`config.mk`:
```
export PLATFORM = sky130hd
export DESIGN_NAME = config_text_tokenizer
export DESIGN_NICKNAME = d
export VERILOG_FILES = /design/src/rtl/core/ctt_pkg.sv /design/src/rtl/core/ctt_scan.sv /design/src/rtl/core/ctt_outq.sv /design/src/rtl/core/config_text_tokenizer.sv
export SDC_FILE = /design/constraint.sdc
export NUM_CORES = 1
export LEC_CHECK = 0
export ABC_CLOCK_PERIOD_IN_PS = 5730
export BUFFER_PORTS_ARGS = -buffer_cell sky130_fd_sc_hd__buf_2
export CAP_MARGIN = 30
export CORE_MARGIN = 2
export CORE_UTILIZATION = 35
export CTS_CLUSTER_DIAMETER = 60
export CTS_CLUSTER_SIZE = 25
export DETAILED_ROUTE_END_ITERATION = 10
export PLACE_DENSITY = 0.5
export SYNTH_ARGS = -nofsm -noshare
export SYNTH_HDL_FRONTEND = slang
export SYNTH_SLANG_ARGS = --single-unit
```
`constraint.sdc`:
```
create_clock -name clk -period 5.73 [get_ports clk]
set_input_delay 0.573 -clock clk [delete_from_list [all_inputs] [get_ports clk]]
set_output_delay 0.573 -clock clk [all_outputs]
set_load 0.05 [all_outputs]
```
`src/rtl/core/ctt_pkg.sv`:
```
package ctt_pkg;

    localparam int MaxEvents = 4;
    localparam int CountWidth = $clog2(MaxEvents + 1);
    localparam int PtrWidth = $clog2(MaxEvents);

    localparam logic [2:0] EV_BEGIN   = 3'd0;
    localparam logic [2:0] EV_CONTENT = 3'd1;
    localparam logic [2:0] EV_END     = 3'd2;
    localparam logic [2:0] EV_ABANDON = 3'd3;
    localparam logic [2:0] EV_EOF     = 3'd4;

    localparam logic [3:0] TK_LPAREN  = 4'd0;
    localparam logic [3:0] TK_RPAREN  = 4'd1;
    localparam logic [3:0] TK_LBRACE  = 4'd2;
    localparam logic [3:0] TK_RBRACE  = 4'd3;
    localparam logic [3:0] TK_LBRACK  = 4'd4;
    localparam logic [3:0] TK_RBRACK  = 4'd5;
    localparam logic [3:0] TK_HYPHEN  = 4'd6;
    localparam logic [3:0] TK_COMMA   = 4'd7;
    localparam logic [3:0] TK_STRING  = 4'd8;
    localparam logic [3:0] TK_IDENT   = 4'd9;
    localparam logic [3:0] TK_EOF     = 4'd10;

    localparam logic [7:0] CH_NUL     = 8'h00;
    localparam logic [7:0] CH_NEWLINE = 8'h0A;
    localparam logic [7:0] CH_QUOTE   = 8'h22;
    localparam logic [7:0] CH_LPAREN  = 8'h28;
    localparam logic [7:0] CH_RPAREN  = 8'h29;
    localparam logic [7:0] CH_COMMA   = 8'h2C;
    localparam logic [7:0] CH_HYPHEN  = 8'h2D;
    localparam logic [7:0] CH_SLASH   = 8'h2F;
    localparam logic [7:0] CH_UPPER_A = 8'h41;
    localparam logic [7:0] CH_UPPER_Z = 8'h5A;
    localparam logic [7:0] CH_LBRACK  = 8'h5B;
    localparam logic [7:0] CH_BSLASH  = 8'h5C;
    localparam logic [7:0] CH_RBRACK  = 8'h5D;
    localparam logic [7:0] CH_LOWER_A = 8'h61;
    localparam logic [7:0] CH_LOWER_Z = 8'h7A;
    localparam logic [7:0] CH_LBRACE  = 8'h7B;
    localparam logic [7:0] CH_RBRACE  = 8'h7D;

    typedef struct packed {
        logic [7:0] data_byte;
        logic       is_last;
    } ctt_in_t;

    typedef struct packed {
        logic [2:0] event_kind;
        logic [3:0] token_kind;
        logic [7:0] char_out;
        logic       last_of_run;
    } ctt_out_t;

    typedef struct packed {
        ctt_out_t [MaxEvents-1:0] ev;
        logic [CountWidth-1:0]    count;
    } ctt_batch_t;

endpackage

```
`src/rtl/core/ctt_scan.sv`:
```
module ctt_scan (
    input  logic                clk,
    input  logic                rst_n,
    input  logic                accept,
    input  ctt_pkg::ctt_in_t    item,
    output ctt_pkg::ctt_batch_t batch
);
    import ctt_pkg::*;

    typedef enum logic [2:0] {
        MODE_SKIP    = 3'd0,
        MODE_SLASH   = 3'd1,
        MODE_COMMENT = 3'd2,
        MODE_IDENT   = 3'd3,
        MODE_STRING  = 3'd4,
        MODE_ESCAPE  = 3'd5
    } mode_t;

    mode_t mode_reg;
    mode_t mode_next;
    mode_t fresh_mode;
    ctt_batch_t fresh_batch;

    function automatic ctt_batch_t push(ctt_batch_t b, logic [2:0] ek, logic [3:0] tk,
                                        logic [7:0] ch);
        ctt_batch_t r;
        r = b;
        if (r.count < CountWidth'(MaxEvents))
        begin
            r.ev[r.count[PtrWidth-1:0]].event_kind  = ek;
            r.ev[r.count[PtrWidth-1:0]].token_kind  = tk;
            r.ev[r.count[PtrWidth-1:0]].char_out    = ch;
            r.ev[r.count[PtrWidth-1:0]].last_of_run = 1'b0;
            r.count = r.count + CountWidth'(1);
        end
        return r;
    endfunction

    function automatic logic is_alpha(logic [7:0] b);
        return (b inside {[CH_UPPER_A:CH_UPPER_Z]}) || (b inside {[CH_LOWER_A:CH_LOWER_Z]});
    endfunction

    // single-character token lookup; valid flag in the top bit
    function automatic logic [4:0] single_kind(logic [7:0] b);
        case (b)
            CH_LPAREN: return {1'b1, TK_LPAREN};
            CH_RPAREN: return {1'b1, TK_RPAREN};
            CH_LBRACE: return {1'b1, TK_LBRACE};
            CH_RBRACE: return {1'b1, TK_RBRACE};
            CH_LBRACK: return {1'b1, TK_LBRACK};
            CH_RBRACK: return {1'b1, TK_RBRACK};
            CH_HYPHEN: return {1'b1, TK_HYPHEN};
            CH_COMMA:  return {1'b1, TK_COMMA};
            default:   return {1'b0, TK_LPAREN};
        endcase
    endfunction

    function automatic ctt_batch_t scan_fresh(ctt_batch_t b, logic [7:0] ch);
        ctt_batch_t r;
        logic [4:0] sk;
        r = b;
        sk = single_kind(ch);
        if (is_alpha(ch))
        begin
            r = push(r, EV_BEGIN, TK_IDENT, CH_NUL);
            r = push(r, EV_CONTENT, TK_IDENT, ch);
        end
        else if (ch == CH_QUOTE)
        begin
            r = push(r, EV_BEGIN, TK_STRING, CH_NUL);
        end
        else if (sk[4])
        begin
            r = push(r, EV_BEGIN, sk[3:0], CH_NUL);
            r = push(r, EV_END, sk[3:0], CH_NUL);
        end
        return r;
    endfunction

    always_comb
    begin
        if (is_alpha(item.data_byte))
            fresh_mode = MODE_IDENT;
        else if (item.data_byte == CH_QUOTE)
            fresh_mode = MODE_STRING;
        else if (item.data_byte == CH_SLASH)
            fresh_mode = MODE_SLASH;
        else
            fresh_mode = MODE_SKIP;
    end

    always_comb
    begin
        ctt_batch_t b;
        mode_t m;
        logic [CountWidth-1:0] last_idx;
        b = '0;
        m = mode_reg;
        if (item.data_byte != CH_NUL)
        begin
            case (mode_reg)
                MODE_SLASH:
                begin
                    if (item.data_byte == CH_SLASH)
                        m = MODE_COMMENT;
                    else
                    begin
                        b = scan_fresh(b, item.data_byte);
                        m = fresh_mode;
                    end
                end
                MODE_COMMENT:
                begin
                    if (item.data_byte == CH_NEWLINE)
                        m = MODE_SKIP;
                end
                MODE_IDENT:
                begin
                    if (is_alpha(item.data_byte))
                        b = push(b, EV_CONTENT, TK_IDENT, item.data_byte);
                    else
                    begin
                        b = push(b, EV_END, TK_IDENT, CH_NUL);
                        b = scan_fresh(b, item.data_byte);
                        m = fresh_mode;
                    end
                end
                MODE_STRING:
                begin
                    if (item.data_byte == CH_BSLASH)
                        m = MODE_ESCAPE;
                    else if (item.data_byte == CH_QUOTE)
                    begin
                        b = push(b, EV_END, TK_STRING, CH_NUL);
                        m = MODE_SKIP;
                    end
                    else
                        b = push(b, EV_CONTENT, TK_STRING, item.data_byte);
                end
                MODE_ESCAPE:
                begin
                    b = push(b, EV_CONTENT, TK_STRING, item.data_byte);
                    m = MODE_STRING;
                end
                default:
                begin
                    b = scan_fresh(b, item.data_byte);
                    m = fresh_mode;
                end
            endcase
        end
        if (item.data_byte == CH_NUL || item.is_last)
        begin
            if (m == MODE_IDENT)
                b = push(b, EV_ABANDON, TK_IDENT, CH_NUL);
            else if (m == MODE_STRING || m == MODE_ESCAPE)
                b = push(b, EV_ABANDON, TK_STRING, CH_NUL);
            b = push(b, EV_EOF, TK_EOF, CH_NUL);
            m = MODE_SKIP;
        end
        last_idx = b.count - CountWidth'(1);
        if (b.count != '0)
            b.ev[last_idx[PtrWidth-1:0]].last_of_run = 1'b1;
        batch = b;
        mode_next = m;
    end

    always_ff @(posedge clk or negedge rst_n)
    begin
        if (!rst_n)
            mode_reg <= MODE_SKIP;
        else if (accept)
            mode_reg <= mode_next;
    end

endmodule

```
`src/rtl/core/ctt_outq.sv`:
```
module ctt_outq (
    input  logic                clk,
    input  logic                rst_n,
    input  logic                load,
    input  ctt_pkg::ctt_batch_t batch,
    output logic                room,
    output logic                event_valid,
    input  logic                event_stall,
    output ctt_pkg::ctt_out_t   event_item
);
    import ctt_pkg::*;

    ctt_out_t [MaxEvents-1:0] entry_reg;
    logic [CountWidth-1:0]    cnt_reg;
    logic [PtrWidth-1:0]      rd_reg;
    logic                     pop;

    assign event_valid = (cnt_reg != '0);
    assign pop = event_valid && !event_stall;
    assign room = (cnt_reg == '0) || (cnt_reg == CountWidth'(1) && pop);
    assign event_item = entry_reg[rd_reg];

    always_ff @(posedge clk or negedge rst_n)
    begin
        if (!rst_n)
        begin
            cnt_reg <= '0;
            rd_reg  <= '0;
        end
        else if (load)
        begin
            cnt_reg <= batch.count;
            rd_reg  <= '0;
        end
        else if (pop)
        begin
            cnt_reg <= cnt_reg - CountWidth'(1);
            rd_reg  <= rd_reg + PtrWidth'(1);
        end
    end

    always_ff @(posedge clk)
    begin
        if (load)
            entry_reg <= batch.ev;
    end

endmodule

```
`src/rtl/core/config_text_tokenizer.sv`:
```
// channel   dir  handshake                 payload
// byte      in   byte_valid / byte_stall   ctt_in_t  {data_byte, is_last}
// event     out  event_valid / event_stall ctt_out_t {event_kind, token_kind,
//                                                     char_out, last_of_run}
//
// One byte is scanned per cycle while byte_stall is low; its zero to four events land in a
// four-entry event buffer and leave one per cycle while event_stall is low.
// byte_stall is high while the buffer still holds events beyond the one leaving now.
// Reset puts the scanner in skip mode and empties the buffer.
module config_text_tokenizer (
    input  logic              clk,
    input  logic              rst_n,
    input  logic              byte_valid,
    output logic              byte_stall,
    input  ctt_pkg::ctt_in_t  byte_item,
    output logic              event_valid,
    input  logic              event_stall,
    output ctt_pkg::ctt_out_t event_item
);
    import ctt_pkg::*;

    ctt_batch_t batch;
    logic       room;
    logic       accept;

    assign byte_stall = !room;
    assign accept = byte_valid && room;

    ctt_scan u_scan (
        .clk    (clk),
        .rst_n  (rst_n),
        .accept (accept),
        .item   (byte_item),
        .batch  (batch)
    );

    ctt_outq u_outq (
        .clk         (clk),
        .rst_n       (rst_n),
        .load        (accept),
        .batch       (batch),
        .room        (room),
        .event_valid (event_valid),
        .event_stall (event_stall),
        .event_item  (event_item)
    );

endmodule

```
== Yosys cells after proc, flatten, opt, wreduce, memory -nomap -nowiden ==
Index checks and enable logic that the tools add are counted.
Widths: inputs -> output; s select.

* Register bits after elaboration: 72
* Latch bits: 0
* Memory bits (writable): 0
* Memory bits (read-only): 0
* Input bits: 13
* Output and inout port bits: 18
* Logic and storage cells: 294
* Memories kept: 0

* Add/sub/neg operators: 11
* Multiply operators: 0
* Div/mod/pow operators: 0
* Magnitude comparators: 31
* Equal/unequal tests: 21
* Shifts and indexed selects: 0
* Multiplexer cells: 185
* Bitwise gates (word level): 0
* Reduce and logical (&&, ||, !) cells: 27

{| class="wikitable"
|+ Operators by type and width
! kind !! number
|-
| $bwmux 64 || 39
|-
| $mux 67 || 31
|-
| $demux 16 s2 || 33
|-
| $mux 19 || 20
|-
| $pmux 67 s5 || 1
|-
| $mux 16 || 9
|-
| $mux 13 || 8
|-
| $mux 9 || 8
|-
| $mux 64 || 1
|-
| $eq 8x6->1 const B || 6
|-
| $eq 8x7->1 const B || 5
|-
| $mux 5 || 8
|-
| $pmux 5 s8 || 1
|-
| $mux 3 || 11
|-
| $bmux 16 s2 || 1
|-
| $lt 2x3->1 const B || 10
|-
| $add 3x1->3 const B || 8
|-
| $lt 3x3->1 const B || 8
|-
| $ge 2x1->1 const B || 9
|-
| $mux 18 || 1
|-
| $ge 8x7->1 const B || 2
|-
| $le 8x7->1 const B || 2
|-
| $pmux 3 s5 || 1
|-
| $logic_and 1x1->1 || 14
|-
| 17 further kinds || 38
|}

== Depth between registers and ports, before layout ==
* Depth in word-level cells: 63
* Gate-level depth with buffers: 16
* Depth with buffers taken out: 14

== Hierarchy ==
A second synthesis with hierarchy kept.

* Cells, all modules: 392
* Area total of the unflattened synthesis: 4445.5 µm²

{| class="wikitable"
|+ Modules (own cells, without submodules)
! module !! instances !! cells an instance !! area each (µm²) !! sequential area each (µm²)
|-
| ctt_outq || 1 || 123 || 2668.8 || 2047.0
|-
| ctt_scan || 1 || 267 || 1766.7 || 75.1
|-
| config_text_tokenizer || 1 || 2 || 10.0 || 0.0
|}

== Least setup slack after synthesis ==
OpenSTA, ideal clock, no wires.

* Path kind: input -> register
* From: input port byte_item[1] (netlist name)
* To: register u_outq.entry_reg[17] (netlist name), data pin
* Setup time: 0.255 ns
* Arrival time: 3.479 ns
* Setup slack: 1.997 ns
* Cell stages on the path: 15
* Buffers on the path: 2
* Path through: buf_2 nor3_2 nand3_1 or3_1 a31o_2 buf_2 ha_1 inv_1 mux2i_2 inv_1 ha_1 nand2_1 a211oi_1 a311oi_2 and2_1

{| class="wikitable"
|+ RTL lines
! what !! line !! text
|-
| start: declaration || config_text_tokenizer.sv:15 || <nowiki>input ctt_pkg::ctt_in_t byte_item,</nowiki>
|-
| end signal: assignment || ctt_outq.sv:45 || <nowiki>entry_reg <= batch.ev;</nowiki>
|-
| end: declaration || ctt_outq.sv:13 || <nowiki>ctt_out_t [MaxEvents-1:0] entry_reg;</nowiki>
|}

==> impl_metrics.env <==
export IMPL_r2r_end="u_outq.entry_reg[22]"
export IMPL_synth_cell_area_mm2=0.003601
export IMPL_grt_pass1_wl_mm=14.52
export IMPL_crit_required_ns=5.80
export IMPL_crit_chain="buf_2 > or4b_4 > nor3_4 > a311o_2 > a21oi_1 > a21oi_1 > ha_1 > inv_1 > mux2i_2 > inv_1 > ha_1 > nand2_1 > a211oi_1 > a311oi_2 > and2_1"
export IMPL_setup_violations=0
export IMPL_period_share_pct=73.71
export IMPL_relSlewSlack_pct=50.49
export IMPL_via_count=2822
export IMPL_num_rows=37
export IMPL_cts_buffers=5
export IMPL_layout_min_cycle_time_ns=4.224
export IMPL_cts_root_buf="clkbuf_8"
export IMPL_htree_num_levels=2
export IMPL_final_cell_mix="edfxtp_1, nand2_1, nor2_1, buf_2, a21oi_1"
export IMPL_yosys_most_used_dff="edfxtp_1"
export IMPL_skew_ns=0.01316
export IMPL_ys_ff_latch=53
export IMPL_drt_iter0_markers=231
export IMPL_holdWs_ns=0.1058
export IMPL_setup_ws_ns=1.506
export IMPL_yosysUniqueCellTypes=67
export IMPL_clk_latency_ns=0.31
export IMPL_grt_overflow_total=0
export IMPL_port_buffers=30
export IMPL_drc=0
export IMPL_drt_total_wl_mm=9.014
export IMPL_cts_max_path_buffers=2
export IMPL_avgSynthCellArea_um2=10.14
export IMPL_status="finished, final reports clean"
export IMPL_end_kind="flip-flop"
export IMPL_place_congestion=0.9507
export IMPL_p_leak_nw=1.583
export IMPL_yosysWarnings=0
export IMPL_synthToLayoutAreaGrowth_pct=11.50
export IMPL_r2r_start="u_scan.mode_reg[1]"
export IMPL_drive_gt1_share_pct=18.88
export IMPL_grt_use_total_pct=16.54
export IMPL_grt_max_degree=29
export IMPL_hold_buffers=0
export IMPL_fmax_ghz=0.2368
export IMPL_fillCellCount=993
export IMPL_cp_max_fo=9
export IMPL_cts_resized=0
export IMPL_maxSlewViolCount=0
export IMPL_post_place_ws_ns=1.196
export IMPL_cp_slowest_cell="or4b_4"
export IMPL_clkTransAtPathRegs_ns=0.10
export IMPL_critical_path_top_delay_family="compound AO/OA/AOI/OAI gates"
export IMPL_hp_class="primary input to asynchronous set/reset pin"
export IMPL_nets=398
export IMPL_dieArea_mm2=0.01112
export IMPL_final_util_pct=39.60
export IMPL_crit_type="primary input to flip-flop"
export IMPL_clkSinkCount=53
export IMPL_ys_async_sr_fraction_pct=15.09
export IMPL_tns_ns=0
export IMPL_syn_inst=355
export IMPL_ios=31
export IMPL_antenna_found_initial=0
export IMPL_syn_nets=378
export IMPL_yosysSeqAreaShare_pct=43.09
export IMPL_post_cts_buffers=0
export IMPL_crit_path_max_incr_delay_ns=0.58
export IMPL_wl_per_cell_um=17.61
export IMPL_final_common_cell="edfxtp_1"
export IMPL_synth_edf_count=45
export IMPL_worst_ep_arrival_time_ns=4.29
export IMPL_worstSetupStartpointType="primary input"
export IMPL_worst_pin_slew_ns=0.7427
export IMPL_rsz0062_at_grt="no"
export IMPL_cts_tree="yes"
export IMPL_die_h_um=105.4
export IMPL_r2r_slack_ns=1.80
export IMPL_hpwl_mm=6.818
export IMPL_power_density_mw_per_mm2=453.1
export IMPL_die_x_um=105.4
export IMPL_largest_register_ffs=45
export IMPL_antenna_left=0
export IMPL_grt_pass1_vias=2701
export IMPL_reg2reg_depth=11
export IMPL_coreArea_mm2=0.01014
export IMPL_vias_per_cell=5.512
export IMPL_peakVddDrop_mv=0.1877
export IMPL_crit_buf_inv=3
export IMPL_start_util_pct=35.52
export IMPL_first_pass_iters=5
export IMPL_p_total_mw=1.819
export IMPL_maxCapViolations=0
export IMPL_hold_viol=0
export IMPL_num_antenna_cells=0
==> worst max path at each step <==
stage                  from                   end  slack, ns  cells past startpoint
4_1_cts        byte_item[6]  u_outq.entry_reg[22]       1.52                     15
6_report       byte_item[8]  u_outq.entry_reg[22]       1.51                     15
3_5_place_dp   byte_item[8]  u_outq.entry_reg[22]       1.20                     15
5_1_grt        byte_item[6]  u_outq.entry_reg[20]       1.27                     15
3_3_place_gp   byte_item[8]  u_outq.entry_reg[17]       1.36                     15
2_1_floorplan  byte_item[1]  u_outq.entry_reg[17]       2.00                     15
==> metal layers <==
metal,vias to the layer above,part of all wire (%),wire length [um],GRT usage (%)
met2,80,48,4321,27.28
li1,1374,-,-,-
met1,1364,47,4265,23.60
met5,-,0,0,0
met4,0,0.70,63,2.857
met3,4,4.0,364,2.041
==> kinds of logic (layout without fill, tap and decap cells) <==
logic type | Yosys count | after routing | synth area share (%)
other | 1 | 1 | 0.1041
adder cells (fa/ha/maj) | 10 | 10 | 3.475
flip-flops | 53 | 53 | 43.09
buffers and inverters | 34 | 55 | 4.100
multiplexers | 25 | 25 | 9.833
XOR/XNOR | 5 | 5 | 1.216
AND/OR/NAND/NOR | 140 | 140 | 20.99
AO/OA/AOI/OAI | 87 | 87 | 17.20
==> through the flow <==
stage / cells / area, um^2
after detailed placement: 504 / 3881
after global placement: 502 / 3834
after global routing: 512 / 4015
final: 512 / 4015
after CTS: 512 / 4015
after floorplan: 355 / 3601
==> power breakdown <==
group	total [mW]	internal (mW)	switching, mW
Sequential	0.604	0.528	0.0756
Combinational	0.916	0.309	0.608
Clock	0.299	0.174	0.126
==> cells in the mapped netlist (all sizes together) (3+ instances only) <==
library cell  number  area, um^2
nand2b             6       37.54
a32oi              3       26.28
nand4              3       18.77
inv               14       52.55
o22ai              4       25.02
nor4b              3       41.29
a21oi             29       145.1
clkbuf            14       52.55
edfxtp            45        1351
a221o              3       30.03
buf                6       42.54
mux2               4       52.55
dfrtp              8       200.2
mux2i             14       143.9
o211a              6       60.06
nor2              32       120.1
and3               4       25.02
nand2             36       135.1
o21ai             13       68.82
xnor2              4       35.03
nor3              11       71.32
ha                10       125.1
mux4               7       157.7
a31oi              4       25.02
or2                3       18.77
nor2b              4       25.02
nand3              9       45.04
nor4               3       18.77
and2              14       90.09
==> layout make-up <==
cell class / instances / area (um^2) / share of cell area (%)
clock buffer: 5 / 68.82 / 1.714
multi-input combinational: 268 / 1902 / 47.37
sequential: 53 / 1551 / 38.64
timing repair buffer: 33 / 205.2 / 5.111
inverter: 14 / 52.55 / 1.309
tap: 136 / 170.2 / 4.238
clock inverter: 3 / 65.06 / 1.620
Note: power is estimated with default switching activity, not from simulation.
